**config.mk**
```make
export PLATFORM = sky130hd
export DESIGN_NAME = buffer_pool_free_ring_top
export DESIGN_NICKNAME = d
export VERILOG_FILES = /design/src/hdl/bpfr_pkg.sv /design/src/hdl/bpfr_ram.sv /design/src/hdl/bpfr_ctrl.sv /design/src/hdl/buffer_pool_free_ring_top.sv
export SDC_FILE = /design/constraint.sdc
export NUM_CORES = 1
export LEC_CHECK = 0
export BUFFER_PORTS_ARGS = -buffer_cell sky130_fd_sc_hd__buf_2
export CAP_MARGIN = 20
export CORE_ASPECT_RATIO = 0.75
export CORE_MARGIN = 2
export CORE_UTILIZATION = 30
export CTS_BUF_LIST = sky130_fd_sc_hd__clkbuf_8
export DETAILED_ROUTE_END_ITERATION = 8
export GPL_ROUTABILITY_DRIVEN = 0
export PLACE_DENSITY = 0.49
export SLEW_MARGIN = 15
export SYNTH_ARGS = -nofsm -noshare
export SYNTH_HDL_FRONTEND = slang
export SYNTH_SLANG_ARGS = --single-unit
```
**constraint.sdc**
```tcl
create_clock -name clk -period 7.9 [get_ports clk]
set_input_delay 0.79 -clock clk [delete_from_list [all_inputs] [get_ports clk]]
set_output_delay 0.79 -clock clk [all_outputs]
set_load 0.02 [all_outputs]
```
**src/hdl/bpfr_pkg.sv**
```systemverilog
// ----------------------------------------------------------------------------
// bpfr_pkg
// Shared types and codes of the buffer pool free ring.
// ----------------------------------------------------------------------------
`default_nettype none

package bpfr_pkg;

  localparam int OP_W    = 2;
  localparam int BIDX_W  = 8;
  localparam int ST_W    = 3;
  localparam int GRANT_W = 4;
  localparam int OUTS_W  = 5;

  localparam logic [OP_W-1:0] OP_ACQUIRE = 2'd0;
  localparam logic [OP_W-1:0] OP_RETURN  = 2'd1;
  localparam logic [OP_W-1:0] OP_CLOSE   = 2'd2;

  localparam logic [ST_W-1:0] ST_OK      = 3'd0;
  localparam logic [ST_W-1:0] ST_CLOSING = 3'd1;
  localparam logic [ST_W-1:0] ST_EMPTY   = 3'd2;
  localparam logic [ST_W-1:0] ST_UNKNOWN = 3'd3;
  localparam logic [ST_W-1:0] ST_NOT_OUT = 3'd4;

  typedef struct packed {
    logic [OP_W-1:0]   operation;
    logic [BIDX_W-1:0] block_index;
  } req_t;

  typedef struct packed {
    logic [ST_W-1:0]    status;
    logic [GRANT_W-1:0] granted_index;
    logic [OUTS_W-1:0]  outstanding;
  } rsp_t;

endpackage

`default_nettype wire

```
**src/hdl/bpfr_ram.sv**
```systemverilog
// ----------------------------------------------------------------------------
// bpfr_ram
// Generic single-write, single-read RAM with registered read data.
// ----------------------------------------------------------------------------
`default_nettype none

module bpfr_ram #(
  parameter int WIDTH = 8,
  parameter int DEPTH = 16
) (
  input  wire logic                                   clk,
  input  wire logic                                   wr_en,
  input  wire logic [(DEPTH > 1 ? $clog2(DEPTH) : 1)-1:0] wr_addr,
  input  wire logic [WIDTH-1:0]                       wr_data,
  input  wire logic [(DEPTH > 1 ? $clog2(DEPTH) : 1)-1:0] rd_addr,
  output logic      [WIDTH-1:0]                       rd_data
);

  logic [WIDTH-1:0] mem [DEPTH];

  always_ff @(posedge clk) begin
    if (wr_en) begin
      mem[wr_addr] <= wr_data;
    end
    rd_data <= mem[rd_addr];
  end

endmodule

`default_nettype wire

```
**src/hdl/bpfr_ctrl.sv**
```systemverilog
// ----------------------------------------------------------------------------
// bpfr_ctrl
// Pool state: free ring, checkout marks, counters and closing flag.
// Executes one request per fire and returns its result word.
// ----------------------------------------------------------------------------
`default_nettype none

module bpfr_ctrl #(
  parameter int DEPTH = 16
) (
  input  wire logic          clk,
  input  wire logic          rst,
  input  wire logic          fire,
  input  wire bpfr_pkg::req_t req,
  output bpfr_pkg::rsp_t     rsp
);

  localparam int IDX_W = (DEPTH > 1) ? $clog2(DEPTH) : 1;
  localparam int CNT_W = $clog2(DEPTH + 1);
  localparam logic [IDX_W-1:0] LAST_POS = IDX_W'(DEPTH - 1);
  localparam logic [CNT_W-1:0] FULL_CNT = CNT_W'(DEPTH);

  logic [IDX_W-1:0] ring_head, ring_head_next;
  logic [IDX_W-1:0] ring_tail, ring_tail_next;
  logic [CNT_W-1:0] free_total, free_total_next;
  logic [CNT_W-1:0] taken_total, taken_total_next;
  logic [DEPTH-1:0] taken_mark, taken_mark_next;
  logic             closing, closing_next;
  // ring entry written since reset; an unwritten entry reads as its own position
  logic [DEPTH-1:0] ring_vld;

  logic             wr_en;
  logic [IDX_W-1:0] wr_addr;
  logic [IDX_W-1:0] wr_data;
  logic [IDX_W-1:0] rd_addr;
  logic [IDX_W-1:0] ram_q;

  // prefetch of the entry at the ring head
  logic [IDX_W-1:0] pf_addr;
  logic             pf_vld;
  logic             pf_byp;
  logic [IDX_W-1:0] pf_byp_data;
  logic [IDX_W-1:0] head_entry;
  logic [IDX_W-1:0] ret_idx;
  logic             ret_unknown;

  assign head_entry  = pf_byp ? pf_byp_data : (pf_vld ? ram_q : pf_addr);
  assign ret_idx     = req.block_index[IDX_W-1:0];
  assign ret_unknown = {1'b0, req.block_index} >= (bpfr_pkg::BIDX_W + 1)'(DEPTH);

  always_comb begin
    ring_head_next   = ring_head;
    ring_tail_next   = ring_tail;
    free_total_next  = free_total;
    taken_total_next = taken_total;
    taken_mark_next  = taken_mark;
    closing_next     = closing;
    wr_en            = 1'b0;
    wr_addr          = ring_tail;
    wr_data          = ret_idx;
    rsp.status       = bpfr_pkg::ST_OK;
    rsp.granted_index = '0;

    case (req.operation)
      bpfr_pkg::OP_ACQUIRE: begin
        if (closing) begin
          rsp.status = bpfr_pkg::ST_CLOSING;
        end else if (free_total == '0) begin
          rsp.status = bpfr_pkg::ST_EMPTY;
        end else begin
          // pop stands even when the entry turns out stale
          ring_head_next  = (ring_head == LAST_POS) ? '0 : ring_head + IDX_W'(1);
          free_total_next = free_total - CNT_W'(1);
          if (taken_mark[head_entry]) begin
            rsp.status = bpfr_pkg::ST_EMPTY;
          end else begin
            taken_mark_next[head_entry] = 1'b1;
            taken_total_next  = taken_total + CNT_W'(1);
            rsp.granted_index = bpfr_pkg::GRANT_W'(head_entry);
          end
        end
      end
      bpfr_pkg::OP_RETURN: begin
        if (closing) begin
          rsp.status = bpfr_pkg::ST_CLOSING;
        end else if (ret_unknown) begin
          rsp.status = bpfr_pkg::ST_UNKNOWN;
        end else if (!taken_mark[ret_idx] || taken_total == '0) begin
          rsp.status = bpfr_pkg::ST_NOT_OUT;
        end else begin
          taken_mark_next[ret_idx] = 1'b0;
          taken_total_next = taken_total - CNT_W'(1);
          // full ring: mark free, drop the push
          if (free_total < FULL_CNT) begin
            wr_en           = 1'b1;
            ring_tail_next  = (ring_tail == LAST_POS) ? '0 : ring_tail + IDX_W'(1);
            free_total_next = free_total + CNT_W'(1);
          end
        end
      end
      bpfr_pkg::OP_CLOSE: begin
        closing_next = 1'b1;
      end
      default: begin
      end
    endcase

    rsp.outstanding = bpfr_pkg::OUTS_W'(taken_total_next);
  end

  assign rd_addr = fire ? ring_head_next : ring_head;

  bpfr_ram #(
    .WIDTH (IDX_W),
    .DEPTH (DEPTH)
  ) u_ring (
    .clk     (clk),
    .wr_en   (fire && wr_en),
    .wr_addr (wr_addr),
    .wr_data (wr_data),
    .rd_addr (rd_addr),
    .rd_data (ram_q)
  );

  always_ff @(posedge clk) begin
    if (rst) begin
      ring_head   <= '0;
      ring_tail   <= '0;
      free_total  <= FULL_CNT;
      taken_total <= '0;
      taken_mark  <= '0;
      closing     <= 1'b0;
      ring_vld    <= '0;
      pf_addr     <= '0;
      pf_vld      <= 1'b0;
      pf_byp      <= 1'b0;
    end else begin
      if (fire) begin
        ring_head   <= ring_head_next;
        ring_tail   <= ring_tail_next;
        free_total  <= free_total_next;
        taken_total <= taken_total_next;
        taken_mark  <= taken_mark_next;
        closing     <= closing_next;
        if (wr_en) begin
          ring_vld[wr_addr] <= 1'b1;
        end
      end
      pf_addr <= rd_addr;
      pf_vld  <= ring_vld[rd_addr];
      // forward a write that lands on the entry being prefetched
      pf_byp  <= fire && wr_en && (wr_addr == rd_addr);
    end
  end

  always_ff @(posedge clk) begin
    pf_byp_data <= wr_data;
  end

endmodule

`default_nettype wire

```
**src/hdl/buffer_pool_free_ring_top.sv**
```systemverilog
// ----------------------------------------------------------------------------
// buffer_pool_free_ring_top
// Buffer pool manager over a free ring of DEPTH block indices.
// ----------------------------------------------------------------------------
// Usage:
//   Request channel (in_valid / in_stall): operation and block_index. A word
//   moves on an edge with in_valid high and in_stall low.
//   Result channel (out_valid / out_stall): status, granted_index and
//   outstanding, one result word per request word, in request order.
//   Each request word passes through the input register and then the result
//   register. Throughput: one request per cycle while out_stall stays low. An
//   acquire reads one ring entry (prefetched from the ring RAM at the head)
//   and one checkout mark; a return reads one checkout mark.
//   A stalled result holds in the result register; the request waiting in
//   the input register holds too, and in_stall rises until the result
//   register can take a new word.
//   Reset: pool open, every block free, ring holds blocks 0..DEPTH-1 in order.
//   Ring entries never written read as their own position, so no clearing
//   pass runs; requests are taken straight after reset.
// ----------------------------------------------------------------------------
`default_nettype none

module buffer_pool_free_ring_top #(
  parameter int DEPTH = 16
) (
  input  wire logic                           clk,
  input  wire logic                           rst,
  input  wire logic                           in_valid,
  output logic                                in_stall,
  input  wire logic [bpfr_pkg::OP_W-1:0]      operation,
  input  wire logic [bpfr_pkg::BIDX_W-1:0]    block_index,
  output logic                                out_valid,
  input  wire logic                           out_stall,
  output logic      [bpfr_pkg::ST_W-1:0]      status,
  output logic      [bpfr_pkg::GRANT_W-1:0]   granted_index,
  output logic      [bpfr_pkg::OUTS_W-1:0]    outstanding
);

  logic           req_valid;
  bpfr_pkg::req_t req;
  bpfr_pkg::rsp_t rsp;
  logic           fire;
  logic           accept;

  assign fire     = req_valid && (!out_valid || !out_stall);
  assign in_stall = req_valid && !fire;
  assign accept   = in_valid && !in_stall;

  bpfr_ctrl #(
    .DEPTH (DEPTH)
  ) u_ctrl (
    .clk  (clk),
    .rst  (rst),
    .fire (fire),
    .req  (req),
    .rsp  (rsp)
  );

  always_ff @(posedge clk) begin
    if (rst) begin
      req_valid <= 1'b0;
      out_valid <= 1'b0;
    end else begin
      if (accept) begin
        req_valid <= 1'b1;
      end else if (fire) begin
        req_valid <= 1'b0;
      end
      if (fire) begin
        out_valid <= 1'b1;
      end else if (!out_stall) begin
        out_valid <= 1'b0;
      end
    end
  end

  always_ff @(posedge clk) begin
    if (accept) begin
      req.operation   <= operation;
      req.block_index <= block_index;
    end
    if (fire) begin
      status        <= rsp.status;
      granted_index <= rsp.granted_index;
      outstanding   <= rsp.outstanding;
    end
  end

endmodule

`default_nettype wire

```
=== Word level (Yosys, flattened, before mapping) ===
Memory sizes are Yosys's and may differ from the RTL's. A register that Yosys moved wholly into a read port is not among the register bits.
Index checks and enable logic that the tools add are counted.

* Register bits after elaboration: 81
* RAM bits: 64
* Input bits: 14
* Output and inout port bits: 14
* Word-level logic and storage cells: 139
* Memories: 1

* $add $sub $neg: 6
* Order comparisons: 9
* Eq/ne operators: 13
* Muxes and demuxes: 59
* Bitwise operators: 8
* Reduce and logical (&&, ||, !) cells: 26

{| class="wikitable"
|+ Memory list
! name !! words !! bits a word !! rd ports !! clocked after memory_dff !! wr ports !! RTL line !! RTL
|-
| u_ctrl.u_ring.mem || 16 || 4 || 1 || 1 || 1 || bpfr_ram.sv:19 || <nowiki>logic [WIDTH-1:0] mem [DEPTH];</nowiki>
|}

{| class="wikitable"
|+ Operators with widths
! operator !! count
|-
| $mux W16 || 6
|-
| $mux W5 || 12
|-
| $mux W4 || 8
|-
| $or A16 B16 Y16 || 2
|-
| $pmux W16 S2 || 1
|-
| $lt A4 B5 Y1 const B || 4
|-
| $pmux W5 S2 || 2
|-
| $mux W1 || 17
|-
| $and A16 B16 Y16 || 1
|-
| $not A16 Y16 || 1
|-
| $reduce_and A8 Y1 || 2
|-
| $mux W3 || 5
|-
| $bmux W1 S4 || 3
|-
| $demux W1 S4 || 3
|-
| $ge A4 B1 Y1 const B || 3
|-
| $ne A2 B2 Y1 const B || 6
|-
| $add A5 B1 Y5 const B || 2
|-
| $logic_not A5 Y1 || 2
|-
| $sub A5 B1 Y5 const B || 2
|-
| $add A4 B1 Y4 const B || 2
|-
| $eq A4 B4 Y1 const B || 2
|-
| $ge A8 B5 Y1 const B || 1
|-
| $logic_and A1 B1 Y1 || 8
|-
| $pmux W3 S2 || 1
|-
| 14 further kinds || 25
|}

=== Logic depth before layout (Yosys ltp) ===
* Depth in word-level cells: 11
* Depth in mapped cells: 11
* Mapped depth without buffers: 10

=== Modules after synthesis ===
A second synthesis with hierarchy kept.

* Cell total of the unflattened synthesis: 541
* Area total of the unflattened synthesis: 6816.5 um^2

{| class="wikitable"
|+ By module, submodules not included
! module !! instances !! cells each !! area an instance (um^2)
|-
| bpfr_ctrl || 1 || 379 || 3403.3
|-
| bpfr_ram || 1 || 130 || 2666.3
|-
| buffer_pool_free_ring_top || 1 || 32 || 747.0
|}

=== Worst setup path before layout ===
No wires, ideal clock.

* Path kind: input-to-reg
* Start point: in out_stall
* End point: reg u_ctrl.pf_vld
* Arrival time: 3.055 ns
* Setup slack: 4.785 ns
* Stages on the path: 11
* Buffers on the path: 1
* Path through: nand2_1 nand2_1 inv_1 nand3_1 o41a_1 a21o_1 buf_2 mux2i_1 mux4_2 nor3_1 a31o_1

* Cells in the longest elaborated chain, start to end: 6

{| class="wikitable"
|+ Ends and longest elaborated chain
! what !! RTL line !! RTL
|-
| start, declared || buffer_pool_free_ring_top.sv:33 || <nowiki>input wire logic out_stall,</nowiki>
|-
| $logic_not A1 Y1 || n/a ||
|-
| $logic_or A1 B1 Y1 || buffer_pool_free_ring_top.sv:45 || <nowiki>assign fire = req_valid && (!out_valid || !out_stall);</nowiki>
|-
| $logic_and A1 B1 Y1 || buffer_pool_free_ring_top.sv:45 ||
|-
| named net fire || buffer_pool_free_ring_top.sv:42 || <nowiki>logic fire;</nowiki>
|-
| $mux W4 || n/a ||
|-
| $bmux W1 S4 || bpfr_ctrl.sv:150 || <nowiki>pf_vld <= ring_vld[rd_addr];</nowiki>
|-
| $mux W1 (implied by the code) || bpfr_ctrl.sv:150 ||
|-
| end signal, assigned || bpfr_ctrl.sv:150 ||
|-
| end, declared || bpfr_ctrl.sv:40 || <nowiki>logic pf_vld;</nowiki>
|}

The timed path passes the listed nets, and every way through them passes these cells. The select of a mux whose other input is x is not followed.
A chain may end at the register's enable or synchronous reset.

=== Worst setup path in the final report ===
* Start point: reg req[3] (netlist name)
* End point: mem u_ctrl.u_ring.mem[0][0] in the netlist's numbering (enable)

* Cells in the longest elaborated chain, start to end: 11
* Elaborated cells between the ends (all ways): 12
* Classes of those cells: order compare: 1; mux: 8; reduce/logical: 3

{| class="wikitable"
|+ Ends and longest elaborated chain
! what !! RTL line !! RTL
|-
| $bmux W1 S4 || bpfr_ctrl.sv:88 || <nowiki>end else if (!taken_mark[ret_idx] || taken_total == '0) begin</nowiki>
|-
| $mux W1 (implied by the code) || bpfr_ctrl.sv:88 ||
|-
| $logic_not A1 Y1 || bpfr_ctrl.sv:88 ||
|-
| $logic_or A1 B1 Y1 || bpfr_ctrl.sv:88 ||
|-
| $mux W1 || bpfr_ctrl.sv:88 ||
|-
| $mux W1 * || bpfr_ctrl.sv:86 || <nowiki>end else if (ret_unknown) begin</nowiki>
|-
| $mux W1 * || bpfr_ctrl.sv:84 || <nowiki>if (closing) begin</nowiki>
|-
| $mux W1 * || bpfr_ctrl.sv:64 || <nowiki>case (req.operation)</nowiki>
|-
| $logic_and A1 B1 Y1 * || bpfr_ctrl.sv:118 || <nowiki>.wr_en (fire && wr_en),</nowiki>
|-
| $mux W1 * || bpfr_ram.sv:22 || <nowiki>if (wr_en) begin</nowiki>
|-
| $mux W1 (implied by the code) * || bpfr_ram.sv:23 || <nowiki>mem[wr_addr] <= wr_data;</nowiki>
|-
| end, declared || bpfr_ram.sv:19 ||
|}

Mark *: on every way between the ends. The rest lies on a longest branch, timed or not. The select of a mux whose other input is x is not followed.

==> run metrics <==
TritonCTS Buffers=17; top_reg_cell synth=edfxtp_1; FF/Latch Area=3844 sq um; number of port buffers=27; area of the multi-input gates=2768 sq um; sequential share of power=53.3%; combinational share of power=5.6%; Slew HR=32.08%; Final period util=47.04%; CTS-repair resized insts=0; hold-fix buffers at CTS=0; clk root buf=clkbuf_8; clock period minus worst slack=3.716 ns; Area contributors post-synth=edfxtp_1, dfxtp_1, mux4_2; outcome=finished clean; Hold Vio Cnt, Final=0; Clock Latency Late Sink=0.45 ns; setup bufs post-CTS=0; largest net degree at the start of global routing=38; Critical Path End Type=flop; Synth Warn #=0; Top-Level Pins=28; core box area=22170 sq um; Synth top area share=38.03%; starting density of the core=30.63%; Seq cells post-synth=149; Switching Share=22.22%; Critical Path RT=7.99 ns; P_sw=350.6 uW; Filler cells=2178; CTS max path bufs=2; dpl cells=859; initial antenna violation count=2; CP max FO=26; Die Area=23870 sq um; area delta synth->final=13.03%; gr ovfl total=0; Die Y=134.3 um; initial DRC count=313; Syn Area/Cell=12.17 sq um; H-tree level count=4; max_cap viols=0; Non-Filler Instances=891; CTS sink count=149; first-pass GRT wire length=26430 um; min-delay worst type=reg2reg; setup TNS=0 ns; WP data arrival=3.80 ns; # DRC=0; number of distinct library cells after synthesis=67; total wire length=16870 um; Site Rows=47; FFs w/ async S/R, synth=0%; post-synthesis sequential area ratio=56.60%; Pwr per Cell Area=205.5 nW/um^2; Syn Std Cell Area=6792 sq um; RSZ-0062 raised after global routing=false; GRT Overall Usage=14.92%; ratio of cells with drive above 1 in the final layout=16.42%; power share of the clock group=41.1%; HPWL after DPL=11690 um; max-slew violation count=0; Diodes inserted=0; via/cell ratio=5.181; Post-Route Skew=0.01121 ns; FMAX=269.1 MHz; count of final setup violators=0; Int Pwr=1227 uW; Antenna Nets Post-Route=0; Max VDD drop=0.00009991 V; Setup CP Type=reg2reg; Die Width=177.7 um; Pleak=0.002669 uW; Avg WL per Cell=18.94 um; Worst Max-Slew Pin Slew=1.019 ns; Final #Nets=611; Final Util=34.62%; total number of vias=4616; CTS tree=done; startpoint types=flop; first drt pass iteration count=5; vias in the first global route=4505; Synth area leader=edfxtp_1; Net Count, Synth=585; number of synthesized flops with an enable pin=86; Worst-path clk slew=0.08 ns; cell count after synthesis=558
==> per-layer routing <==
layer / up-vias / part of all wire (%) / track usage (%)
met2: 121 / 42 / 20.65
met3: 12 / 5.8 / 3.883
met4: 0 / 0.86 / 4.189
met1: 2311 / 51 / 22.69
li1: 2172 / - / -
met5: - / 0 / 0
==> worst paths after layout <==
| kind | start | endpoint | slack (ns) | cells after the start |
|---|---|---|---|---|
| worst max-delay path | req[3]$_DFFE_PP_ | u_ctrl.u_ring.mem[0][0]$_DFFE_PP_ | 4.18 | 5 |
| worst min-delay path | u_ctrl.ring_vld[8]$_SDFFE_PP0N_ | u_ctrl.ring_vld[8]$_SDFFE_PP0N_ | 0.46 | 1 |
| worst max register to register | req[3]$_DFFE_PP_ | u_ctrl.u_ring.mem[0][0]$_DFFE_PP_ | 4.18 | 5 |
| worst min register to register | u_ctrl.ring_vld[8]$_SDFFE_PP0N_ | u_ctrl.ring_vld[8]$_SDFFE_PP0N_ | 0.46 | 1 |
==> through the flow <==
step | total power [uW] | cell area, sq um | setup slack [ns] | hold slack [ns]
floorplan | 915.2 | 6792 | 4.785 | 0.4325
CTS | 1592 | 7676 | 4.155 | 0.4677
global route | 1636 | 7676 | 3.926 | 0.4680
global placement | 942.3 | 7208 | 3.888 | 0.4421
detailed placement | 946.5 | 7238 | 4.103 | 0.4503
finish | 1577 | 7676 | 4.184 | 0.4617
==> flip-flops by register name, summed over array words and instances (netlist names), 3 cells and up <==
| signal | flops |
|---|---|
| outstanding | 5 |
| req | 10 |
| u_ctrl.free_total | 5 |
| u_ctrl.ring_tail | 4 |
| u_ctrl.pf_addr | 4 |
| u_ctrl.taken_total | 5 |
| u_ctrl.ring_vld | 16 |
| u_ctrl.u_ring.rd_data | 4 |
| granted_index | 4 |
| u_ctrl.u_ring.mem | 64 |
| u_ctrl.pf_byp_data | 4 |
| status | 3 |
| u_ctrl.taken_mark | 16 |
==> cells by family after synthesis <==
| group | count (synthesis) | synth area share [%] |
|---|---|---|
| and+or+nand+nor | 177 | 13.15 |
| DFF | 149 | 56.60 |
| AOI/OAI and AO/OA | 113 | 11.51 |
| muxes | 50 | 11.48 |
| buffers and inverters | 42 | 2.837 |
| xor gates and xnor gates | 14 | 1.916 |
| adders and majority gates | 13 | 2.505 |
==> power groups by stage <==
stage	logic, uW	clock network [uW]	registers (uW)
global placement	84.8	0	858
floorplan	56.3	0	859
detailed placement	88.4	0	858
CTS	88.5	664	840
global route	96.5	698	842
finish	88.3	649	840
==> cell usage in the layout, fill, tap and decap left out, types with 20 or more instances in the layout <==
cell and count:
nand2_1 39, buf_2 27, nor2_1 41, edfxtp_1 86, clkbuf_8 20, mux4_2 20, nor3_1 25, mux2i_1 23
dfxtp_1 63, o21a_1 23
==> worst max-delay path, cell delays in order (launching register included) <==
cell	delay, ns
edfxtp_1	1.03
nor4b_2	0.60
o21ai_1	0.26
nor3_2	0.54
nand2_1	0.28
nor3_1	0.63
==> cells in the mapped netlist (2+ instances only) <==
cell       number
a2111oi_0       3
a21o_1          3
a21oi_1        14
a22o_1          3
a22oi_1         9
a311o_1         2
a31oi_1         2
and2_1          2
and3_1          3
buf_1           3
buf_2           7
buf_6           3
clkbuf_1       13
dfxtp_1        63
edfxtp_1       86
ha_1           12
inv_1          14
mux2_2          2
mux2_4          2
mux2i_1        24
mux4_2         20
nand2_1        39
nand2b_1       10
nand3_1        17
nand4_1         8
nor2_1         41
nor2b_1         6
nor3_1         25
nor3b_1         2
nor4_1          5
nor4b_1         2
o211a_1         2
o211ai_1       11
o21a_1         23
o21ai_0         9
o21ai_1        16
o22ai_1         3
o311ai_0        3
or3_1           3
or4_1           5
xnor2_1         8
xor2_1          5
==> cell type report <==
class | count | share of cell area, %
inverter | 15 | 0.7335
timing repair buffer | 34 | 2.641
sequential | 149 | 50.07
tap | 294 | 4.792
clock inverter | 12 | 2.119
clock buffer | 20 | 3.586
multi-input combinational | 367 | 36.06
Power figures use the tool's default switching activity.
